File: config.mk
export PLATFORM = sky130hd
export DESIGN_NAME = sat_build
export DESIGN_NICKNAME = d
export VERILOG_FILES = /design/src/hw/rtl/sat_pkg.sv /design/src/hw/rtl/sat_build.sv
export SDC_FILE = /design/constraint.sdc
export NUM_CORES = 1
export LEC_CHECK = 0
export BUFFER_PORTS_ARGS = -buffer_cell sky130_fd_sc_hd__buf_4
export CAP_MARGIN = 5
export CORE_MARGIN = 10
export CORE_UTILIZATION = 40
export DETAILED_ROUTE_END_ITERATION = 10
export PLACE_DENSITY = 0.67
export SETUP_SLACK_MARGIN = 0.02
export SLEW_MARGIN = 20
export SYNTH_ARGS = -nofsm -noshare
export SYNTH_HDL_FRONTEND = slang
export SYNTH_SLANG_ARGS = --single-unit
export TNS_END_PERCENT = 50
File: constraint.sdc
create_clock -name clk -period 6.9 [get_ports clk]
set_clock_uncertainty 0.05 [all_clocks]
set_input_delay 0.69 -clock clk [delete_from_list [all_inputs] [get_ports clk]]
set_output_delay 0.69 -clock clk [all_outputs]
set_load 0.05 [all_outputs]
File: src/hw/rtl/sat_pkg.sv
// Shared constants, types and address helpers for the summed-area table.
// Used by sat_build, summed_area_table and sat_checker; no dependencies.
`default_nettype none
package sat_pkg;

  localparam int MAX_ROWS   = 64;
  localparam int MAX_COLS   = 64;
  localparam int PSTRIDE    = MAX_COLS + 1;
  localparam int CELL_DEPTH = MAX_ROWS * MAX_COLS;
  localparam int PFX_DEPTH  = (MAX_ROWS + 1) * (MAX_COLS + 1);
  localparam int CELL_AW    = $clog2(CELL_DEPTH);
  localparam int PFX_AW     = $clog2(PFX_DEPTH);

  localparam int DATA_W     = 32;
  localparam int COORD_W    = 7;
  localparam int DIM_W      = 7;
  localparam int OP_W       = 2;
  localparam int CFG_IW     = 8;
  localparam int IN_TDATA_W  = 64;
  localparam int OUT_TDATA_W = 40;

  localparam int DIM_RESET_H = (MAX_ROWS < 64) ? MAX_ROWS : 64;
  localparam int DIM_RESET_W = (MAX_COLS < 64) ? MAX_COLS : 64;

  localparam logic [OP_W-1:0] OP_ADD   = 2'd0;
  localparam logic [OP_W-1:0] OP_BUILD = 2'd1;
  localparam logic [OP_W-1:0] OP_QUERY = 2'd2;

  localparam logic [CFG_IW-1:0] REG_GRID_HEIGHT = 8'd0;
  localparam logic [CFG_IW-1:0] REG_GRID_WIDTH  = 8'd1;

  typedef struct packed {
    logic              en;
    logic [PFX_AW-1:0] addr;
    logic [DATA_W-1:0] data;
  } pfx_wr_t;

  function automatic logic [CELL_AW-1:0] cell_addr(input logic [COORD_W-1:0] r,
                                                   input logic [COORD_W-1:0] c);
    int a;
    a = int'(r) * MAX_COLS + int'(c);
    return CELL_AW'(a);
  endfunction

  function automatic logic [PFX_AW-1:0] pfx_addr(input logic [COORD_W-1:0] i,
                                                 input logic [COORD_W-1:0] j);
    int a;
    a = int'(i) * PSTRIDE + int'(j);
    return PFX_AW'(a);
  endfunction

endpackage
`default_nettype wire

File: src/hw/rtl/sat_build.sv
// Prefix table build sequencer: walks rows and columns, reads cell and upper
// prefix entry, keeps a running row sum and writes each prefix entry. Uses sat_pkg.
`default_nettype none
module sat_build
  import sat_pkg::*;
(
  input  wire logic               clk,
  input  wire logic               rst,
  input  wire logic               start,
  input  wire logic [DIM_W-1:0]   grid_height,
  input  wire logic [DIM_W-1:0]   grid_width,
  input  wire logic [DATA_W-1:0]  cell_rd_data,
  input  wire logic [DATA_W-1:0]  pfx_rd_data,
  output logic      [CELL_AW-1:0] cell_rd_addr,
  output logic      [PFX_AW-1:0]  pfx_rd_addr,
  output pfx_wr_t                 pfx_wr,
  output logic                    done
);

  logic               busy;
  logic [COORD_W-1:0] bi;
  logic [COORD_W-1:0] bj;
  logic [COORD_W-1:0] bi_m1;
  logic [COORD_W-1:0] bj_m1;
  logic               s1_valid;
  logic               s1_zero;
  logic               s1_last;
  logic [PFX_AW-1:0]  s1_addr;
  logic [DATA_W-1:0]  row_sum;
  logic [DATA_W-1:0]  row_sum_next;

  assign bi_m1 = (bi == '0) ? '0 : bi - 1'b1;
  assign bj_m1 = (bj == '0) ? '0 : bj - 1'b1;
  assign cell_rd_addr = cell_addr(bi_m1, bj_m1);
  assign pfx_rd_addr  = pfx_addr(bi_m1, bj);

  always_ff @(posedge clk) begin
    if (rst) begin
      busy     <= 1'b0;
      s1_valid <= 1'b0;
      s1_last  <= 1'b0;
      bi       <= '0;
      bj       <= '0;
    end else begin
      s1_valid <= busy;
      s1_last  <= busy && (bi == grid_height) && (bj == grid_width);
      if (start) begin
        busy <= 1'b1;
        bi   <= '0;
        bj   <= '0;
      end else if (busy) begin
        if (bj == grid_width) begin
          bj <= '0;
          if (bi == grid_height) begin
            busy <= 1'b0;
          end else begin
            bi <= bi + 1'b1;
          end
        end else begin
          bj <= bj + 1'b1;
        end
      end
    end
  end

  always_ff @(posedge clk) begin
    s1_zero <= (bi == '0) || (bj == '0);
    s1_addr <= pfx_addr(bi, bj);
    if (s1_valid) begin
      row_sum <= row_sum_next;
    end
  end

  assign row_sum_next = s1_zero ? '0 : row_sum + cell_rd_data;

  always_comb begin
    pfx_wr.en   = s1_valid;
    pfx_wr.addr = s1_addr;
    pfx_wr.data = s1_zero ? '0 : pfx_rd_data + row_sum_next;
  end

  assign done = s1_valid && s1_last;

endmodule
`default_nettype wire

==> metrics.yaml <==
final_cells: 1164
grt_use_total: 0.166
post_cts_buffers: 0
finalSetupViolCount: 0
clk_pin_slew_ps: 50
postSynthCellCount: 797
rsz0062_at_grt: "false"
finalCritPeriodShare: 0.921
power_density_mw_per_mm2: 131
synth-edff-count: 32
ys_types: 60
first_pass_iters: 4
fmax_ghz: 0.157
synth_compound_area_frac: 0.197
grt_pass1_vias: 6017
ant_nets: 0
synth.most_common_cell: "nor2_1"
p_leak_uw: 0.00417
io_pins: 153
synth_common_cells: "nor2_1, ha_1, xnor2_1"
syn_nets: 996
critPathMaxStageDelay_ps: 460
crit_family: "compound AO/OA/AOI/OAI gates"
routedWlPerCell_um: 16.5
nets: 1138
area_delta_synth_final_pct: 24.4
gr-total-overflow: 0
drc: 0
cts_root_buf: "clkbuf_16"
syn_avg_cell_area_um2: 8.56
start_kind: "input port"
cp-end-kind: "output port"
slew_headroom: 0.414
dp_hpwl_mm: 15.6
worstPathArrival_ps: 5620
maxCapViolCount: 0
finalSetupTns_ps: 0
cts_tree: "built"
synthArstFlopShare: 0
design.core.area_mm2: 0.0166
crit_type: "input port to output port"
first_iter_violations: 369
synth-seq-area-share: 0.232
hold-path-cell-count: 2
avgViaCountPerCell: 5.31
grt_pass1_wl_mm: 30.3
port_buffers: 152
crit_required_ps: 6160
clock_path_buffers: 2
fin_total_pwr_uw: 1110
hold_viol: 0
clk-insertion-delay-late_ps: 340
cpMostUsedCell: "buf_4"
synth_seq_cells: 63
rows: 47
cp.buffers_inverters: 5
worstMarginPinSlew_ps: 879
netlist_top_cells_area: "ha_1, edfxtp_1, dfxtp_1"
synth_xor_area_frac: 0.127
holdCritPathClass: "input port to flop"
cts_sinks: 63
post-synth-top-area-fraction: 0.205
synth_top_family_by_area: "adder cells"
start_util: 0.410
place_ws_ps: 419
fin_hold_ws_ps: 474
crit_path_top_delay_cell: "o31ai_1"
fin_crit_ps: 6360
routed_wl_mm: 19.3
cp.depth: 22
worstRegToRegCells: 11
place_inst: 1148
cp_cell_sequence: "buf_4 > ha_1 > fa_1 > a21o_1 > a21oi_1 > nor2_1 > o31a_1 > o2111ai_1 > o211ai_2 > a31oi_1 > xor2_1 > nor2_1 > ha_1 > inv_1 > nor4_1 > buf_4 > inv_1 > o31ai_1 > a21oi_1 > o311ai_2 > mux2_2 > buf_4"
yosysTopAreaCell: "ha_1"
finalMaxSlewViolations: 0
die_area_mm2: 0.0227
vias: 6180
grt_max_degree: 43
synth_area_mm2: 0.00682
synth_ff_type: "edfxtp_1"
die_h_um: 151
drive_gt1_frac: 0.200
htreeDepth: 3
antenna_found_initial: 0
die_w_um: 151
yosys.area_share.adder: 0.223
diodes: 0
synthMuxAreaShare: 0.0117
critPathMaxFanout: 5
yosysWarnings: 0
status: "finished clean"
ir_drop_uv: 112
layout_setup_ws_ps: 545
cts_buffers: 9
gp_congestion: 0.909
yosys.area_share.simple: 0.182
final timing paths:
path	from	endpoint	slack, ps
max	cell_rd_data[0]	pfx_wr[31]	540
min	rst	s1_valid	470
max reg2reg	row_sum[0]	row_sum[30]	3390
min reg2reg	busy	s1_valid	580
kinds of logic (layout without fill, tap and decap cells):
group | Yosys count | after routing
and+or+nand+nor | 264 | 264
AOI/OAI and AO/OA | 197 | 197
adders and majority gates | 118 | 118
xor gates and xnor gates | 99 | 99
DFF | 63 | 63
buffers and inverters | 49 | 196
muxes | 7 | 7
per-layer routing:
metal,track usage,share of wire,vias to the layer above
met3,0.0330,0.061,19
met2,0.274,0.47,162
met4,0.0611,0.017,0
met1,0.208,0.45,2817
met5,0,0,-
li1,-,-,3182
power by group:
group          internal (µW)  switching [µW]  total, µW
clock network            306             173        479
logic                    105             122        226
registers                399            4.37        404
total                    810             299       1110
per-stage QoR:
stage | cell area (µm²) | utilization
after global placement | 8170 | 0.491
after global routing | 8490 | 0.510
final | 8490 | 0.510
after CTS | 8490 | 0.510
after detailed placement | 8170 | 0.491
after floorplan | 6820 | -
registers in the layout, summed over array words and instances, names as in the netlist:
register	flops
bi	7
s1_addr	13
s1_last	1
busy	1
bj	7
s1_valid	1
row_sum	32
s1_zero	1
cell usage in the layout (no fill, tap or decap), types with 6 or more instances in the layout:
master,count
nand3_1,9
nor2b_1,11
buf_4,156
o21bai_1,17
inv_1,24
a21oi_1,52
dfxtp_1,30
nand2_1,41
nor3b_1,10
fa_1,6
and3_1,7
nor2_1,124
a21o_1,37
a211oi_1,10
clkbuf_16,11
o211ai_1,6
o21a_1,7
o21ai_0,28
ha_1,112
a31oi_1,6
edfxtp_1,32
nor3_1,18
nand4_1,12
xor2_1,46
xnor2_1,53
worst reg2reg max path, stage by stage (launching register included):
cell       delay [ps]
edfxtp_1          360
ha_1              230
fa_1              410
a21o_1            180
a21oi_1           210
nor2_1             80
o31a_1            300
o2111ai_1         300
o211ai_2          220
a31oi_1           360
nor3_1            100
or3_1             420
layout make-up:
cell class	count	area, µm²
multi-input combinational	685	5050
clock buffer	15	310
fill	1594	8150
clock inverter	1	5.00
tap	220	275
sequential	63	1580
timing repair buffer	156	1170
inverter	24	90.1
what timing repair did:
action	CTS	global route
resized for setup	0	1
endpoints found under the hold margin	0	0
setup endpoints to repair	0	2
hold buffers	0	0
No activity file was read; power rests on OpenSTA's default activity.
